==> config.mk <==
export PLATFORM = sky130hd
export DESIGN_NAME = clock_24h_with_button_set
export DESIGN_NICKNAME = d
export VERILOG_FILES = /design/src/sv/ck24_pkg.sv /design/src/sv/ck24_cfg.sv /design/src/sv/ck24_core.sv /design/src/sv/clock_24h_with_button_set.sv
export SDC_FILE = /design/constraint.sdc
export NUM_CORES = 1
export LEC_CHECK = 0
export BUFFER_PORTS_ARGS = -buffer_cell sky130_fd_sc_hd__buf_2
export CORE_MARGIN = 4
export CORE_UTILIZATION = 45
export CTS_CLUSTER_DIAMETER = 40
export DETAILED_ROUTE_END_ITERATION = 6
export GPL_TIMING_DRIVEN = 0
export PLACE_DENSITY = 0.66
export REMOVE_ABC_BUFFERS = 1
export SLEW_MARGIN = 10
export SYNTH_ARGS = -nofsm -noshare
export SYNTH_HDL_FRONTEND = slang
export SYNTH_HIERARCHICAL = 1
export SYNTH_SLANG_ARGS = --single-unit
==> constraint.sdc <==
create_clock -name clk -period 4.6 [get_ports clk]
set_input_delay 0.46 -clock clk [delete_from_list [all_inputs] [get_ports clk]]
set_output_delay 0.46 -clock clk [all_outputs]
set_load 0.1 [all_outputs]
==> src/sv/ck24_pkg.sv <==
// Package for the 24-hour clock with button time setting.
// Holds transaction structs, the mode phase enum, state struct and digit step functions.
// No dependencies.
package ck24_pkg;

	localparam logic [15:0] LONG_PRESS_RESET = 16'd1000;
	localparam int unsigned CFG_ADDR_W = 3;
	localparam int unsigned CFG_DATA_W = 32;
	localparam logic [0:0] REG_LONG_PRESS = 1'b0;

	typedef enum logic [1:0] {
		PH_RUN        = 2'd0,
		PH_ENTER_WAIT = 2'd1,
		PH_SETTING    = 2'd2,
		PH_EXIT_WAIT  = 2'd3
	} phase_t;

	typedef struct packed {
		logic left_button;
		logic right_button;
	} ck24_in_t;

	typedef struct packed {
		logic [4:0] hours;
		logic [5:0] minutes;
		logic [5:0] seconds;
		logic       setting_mode;
		logic [2:0] selected_digit;
	} ck24_out_t;

	// history bit 0 = current level, bit 1 = previous level
	typedef struct packed {
		logic [4:0] hour;
		logic [5:0] minute;
		logic [5:0] second;
		phase_t     phase;
		logic [2:0] digit;
		logic [1:0] hist_l;
		logic [1:0] hist_r;
	} ck24_state_t;

	function automatic logic [3:0] mod10(input logic [5:0] v);
		logic [5:0] r;
		begin
			if (v >= 6'd60) r = v - 6'd60;
			else if (v >= 6'd50) r = v - 6'd50;
			else if (v >= 6'd40) r = v - 6'd40;
			else if (v >= 6'd30) r = v - 6'd30;
			else if (v >= 6'd20) r = v - 6'd20;
			else if (v >= 6'd10) r = v - 6'd10;
			else r = v;
			return r[3:0];
		end
	endfunction

	function automatic logic [5:0] tens_step(input logic [5:0] v);
		return (v >= 6'd50) ? v - 6'd50 : v + 6'd10;
	endfunction

	function automatic logic [5:0] units_step(input logic [5:0] v);
		return (mod10(v) == 4'd9) ? v - 6'd9 : v + 6'd1;
	endfunction

	function automatic logic [4:0] hour_tens_step(input logic [4:0] h);
		logic [4:0] r;
		begin
			if (h >= 5'd20) r = h - 5'd20;
			else if (h >= 5'd10 && mod10({1'b0, h}) >= 4'd4) r = h - 5'd10;
			else r = h + 5'd10;
			return r;
		end
	endfunction

	function automatic logic [4:0] hour_units_step(input logic [4:0] h);
		logic [5:0] u;
		begin
			u = units_step({1'b0, h});
			if (h == 5'd23) return 5'd20;
			else if (h >= 5'd20) return h + 5'd1;
			else return u[4:0];
		end
	endfunction

endpackage

==> src/sv/ck24_cfg.sv <==
// APB-style configuration register bank for the 24-hour clock.
// Holds the long-press threshold. Depends on ck24_pkg.
module ck24_cfg (
	input  logic                            clk,
	input  logic                            arst_n,
	input  logic                            psel,
	input  logic                            penable,
	input  logic                            pwrite,
	input  logic [ck24_pkg::CFG_ADDR_W-1:0] paddr,
	input  logic [ck24_pkg::CFG_DATA_W-1:0] pwdata,
	output logic [ck24_pkg::CFG_DATA_W-1:0] prdata,
	output logic                            pready,
	output logic [15:0]                     long_press_ticks
);
	import ck24_pkg::*;

	logic [15:0] lpt_q;
	logic        hit;

	assign pready = 1'b1;
	assign hit = (paddr[2] == REG_LONG_PRESS);

	always_ff @(posedge clk or negedge arst_n) begin
		if (!arst_n) begin
			lpt_q <= LONG_PRESS_RESET;
		end else if (psel && penable && pwrite && hit) begin
			lpt_q <= pwdata[15:0];
		end
	end

	always_comb begin
		prdata = '0;
		if (hit) begin
			prdata = {{(CFG_DATA_W-16){1'b0}}, lpt_q};
		end
	end

	assign long_press_ticks = lpt_q;

endmodule

==> src/sv/ck24_core.sv <==
// Next-state logic of the 24-hour clock for one tick transaction.
// Button timers, mode phase, time advance and digit stepping. Depends on ck24_pkg.
module ck24_core #(
	parameter int unsigned TICKS_PER_SECOND = 1000,
	parameter int unsigned PRESS_TIMER_BITS = 16,
	parameter int unsigned MS_W = (TICKS_PER_SECOND > 1) ? $clog2(TICKS_PER_SECOND) : 1
) (
	input  ck24_pkg::ck24_in_t      item,
	input  ck24_pkg::ck24_state_t   st,
	input  logic [MS_W-1:0]         millis,
	input  logic [PRESS_TIMER_BITS-1:0] timer_l,
	input  logic [PRESS_TIMER_BITS-1:0] timer_r,
	input  logic [15:0]             long_press_ticks,
	output ck24_pkg::ck24_state_t   st_n,
	output logic [MS_W-1:0]         millis_n,
	output logic [PRESS_TIMER_BITS-1:0] timer_l_n,
	output logic [PRESS_TIMER_BITS-1:0] timer_r_n,
	output ck24_pkg::ck24_out_t     res
);
	import ck24_pkg::*;

	localparam int unsigned CMP_W = (PRESS_TIMER_BITS > 16) ? PRESS_TIMER_BITS : 16;
	localparam logic [MS_W-1:0] MS_LAST = MS_W'(TICKS_PER_SECOND - 1);

	logic       lvl_l, lvl_r;
	logic       short_l, short_r, long_r;
	logic [CMP_W-1:0] lpt_x;
	phase_t     phase_n;

	assign lvl_l = item.left_button;
	assign lvl_r = item.right_button;
	assign lpt_x = CMP_W'(long_press_ticks);

	always_comb begin
		if (!lvl_l && !st.hist_l[0]) timer_l_n = '0;
		else if (lvl_l && timer_l != '1) timer_l_n = timer_l + 1'b1;
		else timer_l_n = timer_l;
		if (!lvl_r && !st.hist_r[0]) timer_r_n = '0;
		else if (lvl_r && timer_r != '1) timer_r_n = timer_r + 1'b1;
		else timer_r_n = timer_r;
	end

	assign short_l = (CMP_W'(timer_l_n) < lpt_x) && !lvl_l && st.hist_l[0];
	assign short_r = (CMP_W'(timer_r_n) < lpt_x) && !lvl_r && st.hist_r[0];
	assign long_r  = lvl_r && (CMP_W'(timer_r_n) > lpt_x);

	// phase transitions
	always_comb begin
		phase_n = st.phase;
		case (st.phase)
			PH_RUN: begin
				if (lvl_l && lvl_r) phase_n = PH_ENTER_WAIT;
			end
			PH_ENTER_WAIT: begin
				if (!lvl_l && !lvl_r) phase_n = PH_SETTING;
			end
			PH_SETTING: begin
				if (!short_r && !short_l && long_r) phase_n = PH_EXIT_WAIT;
			end
			PH_EXIT_WAIT: begin
				if (!lvl_l && !lvl_r) phase_n = PH_RUN;
			end
			default: phase_n = PH_RUN;
		endcase
	end

	// time, digit and history updates
	always_comb begin
		st_n = st;
		millis_n = millis;
		st_n.phase = phase_n;
		st_n.hist_l = {st.hist_l[0], lvl_l};
		st_n.hist_r = {st.hist_r[0], lvl_r};
		case (st.phase)
			PH_RUN: begin
				if (millis >= MS_LAST) begin
					millis_n = '0;
					if (st.second >= 6'd59) begin
						st_n.second = '0;
						if (st.minute >= 6'd59) begin
							st_n.minute = '0;
							st_n.hour = (st.hour >= 5'd23) ? 5'd0 : st.hour + 5'd1;
						end else begin
							st_n.minute = st.minute + 6'd1;
						end
					end else begin
						st_n.second = st.second + 6'd1;
					end
				end else begin
					millis_n = millis + 1'b1;
				end
				if (lvl_l && lvl_r) st_n.digit = '0;
			end
			PH_SETTING: begin
				if (short_r) begin
					st_n.digit = (st.digit >= 3'd5) ? 3'd0 : st.digit + 3'd1;
				end else if (short_l) begin
					case (st.digit)
						3'd0: st_n.hour = hour_tens_step(st.hour);
						3'd1: st_n.hour = hour_units_step(st.hour);
						3'd2: st_n.minute = tens_step(st.minute);
						3'd3: st_n.minute = units_step(st.minute);
						3'd4: st_n.second = tens_step(st.second);
						3'd5: st_n.second = units_step(st.second);
						default: st_n.hour = st.hour;
					endcase
				end
			end
			default: st_n.digit = st.digit;
		endcase
	end

	always_comb begin
		res.hours = st_n.hour;
		res.minutes = st_n.minute;
		res.seconds = st_n.second;
		res.setting_mode = (st_n.phase != PH_RUN);
		res.selected_digit = (st_n.phase != PH_RUN) ? st_n.digit : 3'd0;
	end

endmodule

==> src/sv/clock_24h_with_button_set.sv <==
// 24-hour clock advanced by one tick transaction, with two-button time setting.
// The result is registered: the core reads the input register and feeds the result register.
// Throughput: one transaction per cycle while out_stall is low; the clock state is
// updated as the input register hands its item to the result register.
// Reset: time 00:00:00, run mode, buttons released, threshold 1000 ticks.
// Top level; depends on ck24_pkg, ck24_core and ck24_cfg.
module clock_24h_with_button_set #(
	parameter int unsigned TICKS_PER_SECOND = 1000,
	parameter int unsigned PRESS_TIMER_BITS = 16
) (
	input  logic                            clk,
	input  logic                            arst_n,
	input  logic                            in_valid,
	output logic                            in_stall,
	input  ck24_pkg::ck24_in_t              in_data,
	output logic                            out_valid,
	input  logic                            out_stall,
	output ck24_pkg::ck24_out_t             out_data,
	input  logic                            psel,
	input  logic                            penable,
	input  logic                            pwrite,
	input  logic [ck24_pkg::CFG_ADDR_W-1:0] paddr,
	input  logic [ck24_pkg::CFG_DATA_W-1:0] pwdata,
	output logic [ck24_pkg::CFG_DATA_W-1:0] prdata,
	output logic                            pready
);
	import ck24_pkg::*;

	localparam int unsigned MS_W = (TICKS_PER_SECOND > 1) ? $clog2(TICKS_PER_SECOND) : 1;

	logic                        valid_s1;
	ck24_in_t                    item_s1;
	logic                        valid_s2;
	ck24_out_t                   res_s2;
	logic                        adv, fire_s1;
	ck24_state_t                 st_q, st_n;
	logic [MS_W-1:0]             millis_q, millis_n;
	logic [PRESS_TIMER_BITS-1:0] timer_l_q, timer_r_q, timer_l_n, timer_r_n;
	logic [15:0]                 long_press_ticks;
	ck24_out_t                   res;

	assign adv      = !valid_s2 || !out_stall;
	assign fire_s1  = valid_s1 && adv;
	assign in_stall = valid_s1 && !adv;

	ck24_cfg u_cfg (
		.clk              (clk),
		.arst_n           (arst_n),
		.psel             (psel),
		.penable          (penable),
		.pwrite           (pwrite),
		.paddr            (paddr),
		.pwdata           (pwdata),
		.prdata           (prdata),
		.pready           (pready),
		.long_press_ticks (long_press_ticks)
	);

	ck24_core #(
		.TICKS_PER_SECOND (TICKS_PER_SECOND),
		.PRESS_TIMER_BITS (PRESS_TIMER_BITS),
		.MS_W             (MS_W)
	) u_core (
		.item             (item_s1),
		.st               (st_q),
		.millis           (millis_q),
		.timer_l          (timer_l_q),
		.timer_r          (timer_r_q),
		.long_press_ticks (long_press_ticks),
		.st_n             (st_n),
		.millis_n         (millis_n),
		.timer_l_n        (timer_l_n),
		.timer_r_n        (timer_r_n),
		.res              (res)
	);

	always_ff @(posedge clk or negedge arst_n) begin
		if (!arst_n) begin
			valid_s1 <= 1'b0;
			valid_s2 <= 1'b0;
		end else begin
			if (!in_stall) valid_s1 <= in_valid;
			if (adv) valid_s2 <= valid_s1;
		end
	end

	always_ff @(posedge clk) begin
		if (in_valid && !in_stall) item_s1 <= in_data;
		if (fire_s1) res_s2 <= res;
	end

	always_ff @(posedge clk or negedge arst_n) begin
		if (!arst_n) begin
			st_q <= '{hour: '0, minute: '0, second: '0, phase: PH_RUN,
				digit: '0, hist_l: '0, hist_r: '0};
			millis_q  <= '0;
			timer_l_q <= '0;
			timer_r_q <= '0;
		end else if (fire_s1) begin
			st_q      <= st_n;
			millis_q  <= millis_n;
			timer_l_q <= timer_l_n;
			timer_r_q <= timer_r_n;
		end
	end

	assign out_valid = valid_s2;
	assign out_data  = res_s2;

`ifndef ASSERT_OFF
	assert property (@(posedge clk) disable iff (!arst_n)
		(valid_s1 && valid_s2 && out_stall) |-> in_stall)
		else $error("input not stalled while both stages are full");
	assert property (@(posedge clk) disable iff (!arst_n)
		(valid_s2 && !res_s2.setting_mode) |-> (res_s2.selected_digit == 3'd0))
		else $error("digit shown outside set mode");
	assert property (@(posedge clk) disable iff (!arst_n)
		!fire_s1 |=> (st_q == $past(st_q) && millis_q == $past(millis_q)))
		else $error("clock state changed without a transaction");
	assert property (@(posedge clk) disable iff (!arst_n)
		(st_q.phase == PH_RUN) |-> (st_q.hour <= 5'd23 && st_q.minute <= 6'd59))
		else $error("time of day out of range");
`endif

endmodule

Word-level counts from Yosys, hierarchy flattened
Cells that the tools add are included.
W data, S select, Z words.
{"block": "classes", "add_sub_neg": 34, "n_lt_le_gt_ge": 29, "eq_ne": 14, "n_mux": 71, "bitwise": 1, "reduce_logical": 35}
{"operator": "$mux W4", "n": 35}
{"operator": "$mux W16", "n": 5}
{"operator": "$mux W17", "n": 3}
{"operator": "$ge A6 B6 Y1 const B", "n": 8}
{"operator": "$sub A4 B4 Y4 const B", "n": 12}
{"operator": "$mux W6", "n": 6}
{"operator": "$mux W5", "n": 7}
{"operator": "$pmux W17 S2", "n": 1}
{"operator": "$add A16 B1 Y16 const B", "n": 2}
{"operator": "$lt A16 B16 Y1", "n": 2}
{"operator": "$ne A16 B16 Y1 const B", "n": 2}
{"operator": "$ge A6 B5 Y1 const B", "n": 4}
{"operator": "$pmux W6 S2", "n": 2}
{"operator": "$ge A5 B5 Y1 const B", "n": 4}
{"operator": "$logic_and A1 B1 Y1", "n": 20}
{"operator": "$ge A5 B6 Y1 const B", "n": 3}
{"operator": "$gt A16 B16 Y1", "n": 1}
{"operator": "$add A6 B1 Y6 const B", "n": 2}
{"operator": "$add A6 B4 Y6 const B", "n": 2}
{"operator": "$eq A4 B4 Y1 const B", "n": 3}
{"operator": "$ge A6 B4 Y1 const B", "n": 2}
{"operator": "$sub A4 B3 Y4 const B", "n": 3}
{"operator": "$sub A6 B4 Y6 const B", "n": 2}
{"operator": "$sub A6 B6 Y6 const B", "n": 2}
{"operator": "other kinds (31)", "n": 51}
{"block": "totals", "ff_bits": 107, "input_bits": 44, "out_inout_bits": 56, "wordCells": 204}

Logic depth before layout (Yosys ltp)
{"block": "logic_depth", "depth_word": 20, "mapped_depth": 22, "mapped_depth_nobuf": 20}

Modules after synthesis
The synthesis kept the hierarchy.
{"mod": "ck24_core", "instances": 1, "cells_each": 812, "area_each_um2": 5306.3}
{"mod": "clock_24h_with_button_set", "instances": 1, "cells_each": 174, "area_each_um2": 3315.7}
{"mod": "ck24_cfg", "instances": 1, "cells_each": 70, "area_each_um2": 907.1}

Least setup slack after synthesis
No wires, ideal clock.
{"block": "synth_timing", "path_kind": "reg2reg", "start": "register timer_l_q[0]", "end": "register st_q[17] in the netlist's numbering", "setup_ns": 0.128, "arrival_time_ns": 4.518, "required_time_ns": 4.472, "slack_ns": -0.046, "path_stages_with_launch": 23, "synth_period_minus_slack_ns": 4.646, "cell_sequence": "dfrtp_1 ha_1 nand4_1 nor4_4 and2b_1 and4_1 nand2_1 or2_2 clkbuf_1 or3_1 a21oi_1 ha_1 a21o_1 a21o_1 a21oi_1 o211a_1 nand2_2 nor2_4 o21ai_0 a2111oi_0 a22oi_1 buf_4 mux2_1"}
{"element": "start: declaration", "line": "clock_24h_with_button_set.sv:38", "text": "logic [PRESS_TIMER_BITS-1:0] timer_l_q, timer_r_q, timer_l_n, timer_r_n;"}
{"element": "start signal: assignment", "line": "clock_24h_with_button_set.sv:102", "text": "timer_l_q <= timer_l_n;"}
{"element": "end signal: assignment", "line": "clock_24h_with_button_set.sv:94", "text": "st_q <= '{hour: '0, minute: '0, second: '0, phase: PH_RUN,"}
{"element": "end signal: assignment", "line": "clock_24h_with_button_set.sv:100", "text": "st_q <= st_n;"}
{"element": "end: declaration", "line": "clock_24h_with_button_set.sv:36", "text": "ck24_state_t st_q, st_n;"}

==> impl_results.html <==
<table>
<tr><th>Metric</th><th>Value</th></tr>
<tr><th colspan="2">Clock tree</th></tr>
<tr><td>Buffer depth of the longest clock path</td><td>2</td></tr>
<tr><td>TritonCTS clock tree</td><td>built</td></tr>
<tr><td>CTS Sinks</td><td>107</td></tr>
<tr><td>Worst-path clk slew</td><td>0.08 ns</td></tr>
<tr><td>Clock latency of the later-clocked register in the worst-skew pair</td><td>0.36 ns</td></tr>
<tr><td>Number of buffers added to fix hold violations after cts</td><td>0</td></tr>
<tr><td>Root buffer cell</td><td>sky130_fd_sc_hd__clkbuf_16</td></tr>
<tr><td>CTS H-Tree Depth</td><td>3</td></tr>
<tr><td>Num CTS Buffers</td><td>9</td></tr>
<tr><th colspan="2">Timing</th></tr>
<tr><td>RSZ-0062 raised after global routing</td><td>yes</td></tr>
<tr><td>Crit path time final</td><td>around 4.4 ns</td></tr>
<tr><td>Worst slew slack as a fraction of its limit</td><td>0.238</td></tr>
<tr><td>Count of pins over their slew limit</td><td>0</td></tr>
<tr><td>Max Clock Freq</td><td>0.225 GHz</td></tr>
<tr><td>Total Negative Setup Slacks</td><td>0 ns</td></tr>
<tr><td>Actual slew at the worst max-slew pin</td><td>1.14 ns</td></tr>
<tr><td>Crit share post-route</td><td>0.966</td></tr>
<tr><td>Setup Skew</td><td>0.0153 ns</td></tr>
<tr><td>Worst setup slack after layout</td><td>approximately 0.16 ns</td></tr>
<tr><td>Final Hold Violating Endpoints</td><td>0</td></tr>
<tr><td>Finish-stage setup viols</td><td>0</td></tr>
<tr><th colspan="2">Final layout</th></tr>
<tr><td>Layout cells sized above 1</td><td>0.224</td></tr>
<tr><td>Number of standard cells in the layout, taps in and fillers out</td><td>1343</td></tr>
<tr><td>Number of filler instances in the final layout</td><td>~1900</td></tr>
<tr><td>Nets</td><td>1183</td></tr>
<tr><td>Post-layout instance area</td><td>approximately 10000 sq um</td></tr>
<tr><td>Number of antenna repair diodes</td><td>0</td></tr>
<tr><td>Synth-to-Final Area Change</td><td>8.23%</td></tr>
<tr><th colspan="2">Route</th></tr>
<tr><td>Router iterations before antenna repair</td><td>5</td></tr>
<tr><td>Via count</td><td>7779</td></tr>
<tr><td>Initial detailed-routing violation count</td><td>571</td></tr>
<tr><td>Number of nets still failing antenna checks after routing</td><td>0</td></tr>
<tr><td>Via density per instance</td><td>5.79</td></tr>
<tr><td>Average detailed-routed wire length per instance</td><td>around 16 microns</td></tr>
<tr><td>Routed wire length</td><td>22100 microns</td></tr>
<tr><td>DR DRC count</td><td>0</td></tr>
<tr><th colspan="2">Floorplanning</th></tr>
<tr><td>DIE HEIGHT</td><td>153 microns</td></tr>
<tr><td>Starting Density</td><td>0.462</td></tr>
<tr><td>Std-Cell Core Area</td><td>just over 20000 sq um</td></tr>
<tr><td>Number of core rows</td><td>52</td></tr>
<tr><td>Chip Width</td><td>153 microns</td></tr>
<tr><td>Number of top-level design ports</td><td>100</td></tr>
<tr><td>Area enclosed by the die boundary</td><td>23400 sq um</td></tr>
<tr><th colspan="2">Synth</th></tr>
<tr><td>Avg Synthesized Cell Area</td><td>8.99 sq um</td></tr>
<tr><td>Post-synthesis cell area</td><td>9440 sq um</td></tr>
<tr><td>Gate count after technology mapping</td><td>1050</td></tr>
<tr><td>Synthesis warning total</td><td>6</td></tr>
<tr><th colspan="2">Critical path</th></tr>
<tr><td>Cells along the critical path</td><td>ha_2 -&gt; nand4_1 -&gt; nor4_4 -&gt; and2b_2 -&gt; and4_4 -&gt; nand2_1 -&gt; or2_4 -&gt; or3_1 -&gt; a21oi_2 -&gt; ha_1 -&gt; a21o_1 -&gt; a21o_1 -&gt; a21oi_2 -&gt; o211a_1 -&gt; nand2_2 -&gt; nor2_4 -&gt; buf_6 -&gt; nand2_8 -&gt; o211a_1 -&gt; or3_4 -&gt; mux2_2</td></tr>
<tr><td>Worst Path Class, Setup</td><td>flop to flop</td></tr>
<tr><td>Arrival time of data at the critical path endpoint</td><td>4.69 ns</td></tr>
<tr><td>Critical path fanouts, max</td><td>8</td></tr>
<tr><td>Slowest library cell on the worst path</td><td>sky130_fd_sc_hd__dfrtp_1</td></tr>
<tr><td>Critical path data required time</td><td>4.85 ns</td></tr>
<tr><td>Worst path max stage delay</td><td>0.41 ns</td></tr>
<tr><td>Flop-to-flop setup slack</td><td>0.16 ns</td></tr>
<tr><td>Crit end category</td><td>flop</td></tr>
<tr><td>Worst Setup Start Kind</td><td>flop</td></tr>
<tr><td>Reg2reg path depth</td><td>21</td></tr>
<tr><td>Critical register-to-register path startpoint</td><td>timer_l_q[1]$_DFFE_PN0P_</td></tr>
<tr><td>R2r endpoint</td><td>st_q[13]$_DFFE_PN0P_</td></tr>
<tr><th colspan="2">Pwr</th></tr>
<tr><td>Static power due to leakage</td><td>0.00449 uW</td></tr>
<tr><td>Total power divided by cell area</td><td>between 400 and 500 nW/um^2</td></tr>
<tr><td>Peak supply drop</td><td>0.237 mV</td></tr>
<tr><th colspan="2">Job</th></tr>
<tr><td>Max-Cap Viols</td><td>0</td></tr>
<tr><th colspan="2">GRT</th></tr>
<tr><td>Initial antenna violation count</td><td>0</td></tr>
<tr><td>Total congestion overflow</td><td>0</td></tr>
<tr><td>Wire length of the first global-routing pass</td><td>36500 microns</td></tr>
<tr><td>Number of global-route vias before repair</td><td>7223</td></tr>
<tr><td>Pin count of the biggest net entering global routing</td><td>48</td></tr>
<tr><td>All-layer global routing usage</td><td>0.185</td></tr>
<tr><th colspan="2">Min path</th></tr>
<tr><td>Class of the worst hold path</td><td>input pin to asynchronous set/reset pin</td></tr>
<tr><th colspan="2">Place</th></tr>
<tr><td>Total of buffers placed on input and output ports</td><td>64</td></tr>
<tr><td>Cell area after placement</td><td>9700 sq um</td></tr>
<tr><td>Inst Count DP</td><td>1315</td></tr>
<tr><td>Worst slack after detailed placement</td><td>-0.529 ns</td></tr>
<tr><td>Hpwl dp</td><td>15800 microns</td></tr>
<tr><td>Weighted congestion at the end of routability-driven global placement</td><td>0.934</td></tr>
<tr><th colspan="2">Run status</th></tr>
<tr><td>Run status</td><td>finished, final reports clean</td></tr>
</table>
-- critical path, delay by kind of cell, from the launching register on --
kind            cells  cell delay, ns
fa+ha+maj           2            0.47
compound gates      6            1.04
mux                 1            0.27
flops               1            0.41
simple gates       11            1.99
buf+inv             1            0.14
-- sequential cells by signal, indices dropped and copies added, names as in the netlist --
signal,flops
item_s1,2
millis_q,10
out_data,21
out_valid,1
st_q,24
timer_l_q,16
timer_r_q,16
u_cfg/long_press_ticks,16
valid_s1,1
-- placed cells by master, fill, tap and decap left out, types with 6 or more instances in the layout --
cell type                    n
sky130_fd_sc_hd__a211oi_1    8
sky130_fd_sc_hd__a21o_1     10
sky130_fd_sc_hd__a21oi_1    65
sky130_fd_sc_hd__a21oi_2     6
sky130_fd_sc_hd__a31oi_1    12
sky130_fd_sc_hd__and2_1      6
sky130_fd_sc_hd__and2b_1     6
sky130_fd_sc_hd__and3_1      9
sky130_fd_sc_hd__buf_2      63
sky130_fd_sc_hd__buf_4      11
sky130_fd_sc_hd__clkbuf_16  10
sky130_fd_sc_hd__conb_1     17
sky130_fd_sc_hd__dfrtp_1    75
sky130_fd_sc_hd__dfstp_2     6
sky130_fd_sc_hd__edfxtp_1   23
sky130_fd_sc_hd__ha_1       69
sky130_fd_sc_hd__inv_1      49
sky130_fd_sc_hd__mux2_1      8
sky130_fd_sc_hd__mux2_2     65
sky130_fd_sc_hd__mux2_4     11
sky130_fd_sc_hd__mux2i_1    20
sky130_fd_sc_hd__nand2_1    79
sky130_fd_sc_hd__nand2b_1   13
sky130_fd_sc_hd__nand3_1    32
sky130_fd_sc_hd__nand4_1    20
sky130_fd_sc_hd__nor2_1     81
sky130_fd_sc_hd__nor2b_1    18
sky130_fd_sc_hd__nor3_1     17
sky130_fd_sc_hd__nor4_1      6
sky130_fd_sc_hd__o211ai_1    6
sky130_fd_sc_hd__o21ai_0    49
sky130_fd_sc_hd__o31ai_1     6
sky130_fd_sc_hd__or3_1      11
sky130_fd_sc_hd__xnor2_1    17
sky130_fd_sc_hd__xor2_1     24
-- layout make-up --
type	instances	area, sq um	area share
Clock inverter	5	40.0	0.00392
Tap cell	270	338	0.0331
Sequential cell	107	2800	0.274
Inverter	50	188	0.0184
Timing Repair Buffer	80	515	0.0504
Multi-Input combinational cell	820	6070	0.594
Clock buffer	11	264	0.0258
-- report_power, final --
part           total (uW)  switching [uW]  internal [uW]
Clock                 815             391            424
Sequential           1470             317           1160
Combinational        2230            1440            784
Total                4510            2150           2370
-- how the worst max path moves through the flow --
stage	to	cells past startpoint	slack, ns	startpoint
detailed placement	st_q[17]$_DFFE_PN0P_	19	-0.53	timer_r_q[6]$_DFFE_PN0P_
floorplan	st_q[17]$_DFFE_PN0P_	20	0.17	timer_l_q[0]$_DFFE_PN0P_
global route	st_q[13]$_DFFE_PN0P_	21	-0.05	timer_l_q[1]$_DFFE_PN0P_
finish	st_q[13]$_DFFE_PN0P_	21	0.16	timer_l_q[1]$_DFFE_PN0P_
CTS	st_q[13]$_DFFE_PN0P_	20	0.01	timer_r_q[7]$_DFFE_PN0P_
global placement	st_q[17]$_DFFE_PN0P_	19	-0.55	timer_r_q[7]$_DFFE_PN0P_
-- timing repair --
item | in CTS | in global routing
pin swaps | 2 | 16
buffers inserted | 7 | 5
endpoints found under the setup margin | 26 | 34
gates resized for setup | 9 | 28
-- through the flow --
stage	power, uW	util	hold WS [ns]
after floorplan	3120	-	0.164
after global placement	3590	0.470	0.477
after detailed placement	3630	0.475	0.468
after CTS	4480	0.493	0.145
after global routing	4830	0.500	0.170
final	4510	0.500	0.118
-- per-layer routing --
layer,global-route usage,vias up,routed length [microns]
li1,-,3788,-
met1,0.255,3756,10200
met2,0.312,200,10500
met3,0.0221,35,935
met4,0.0496,0,459
met5,0,-,0
Power figures use the tool's default switching activity.
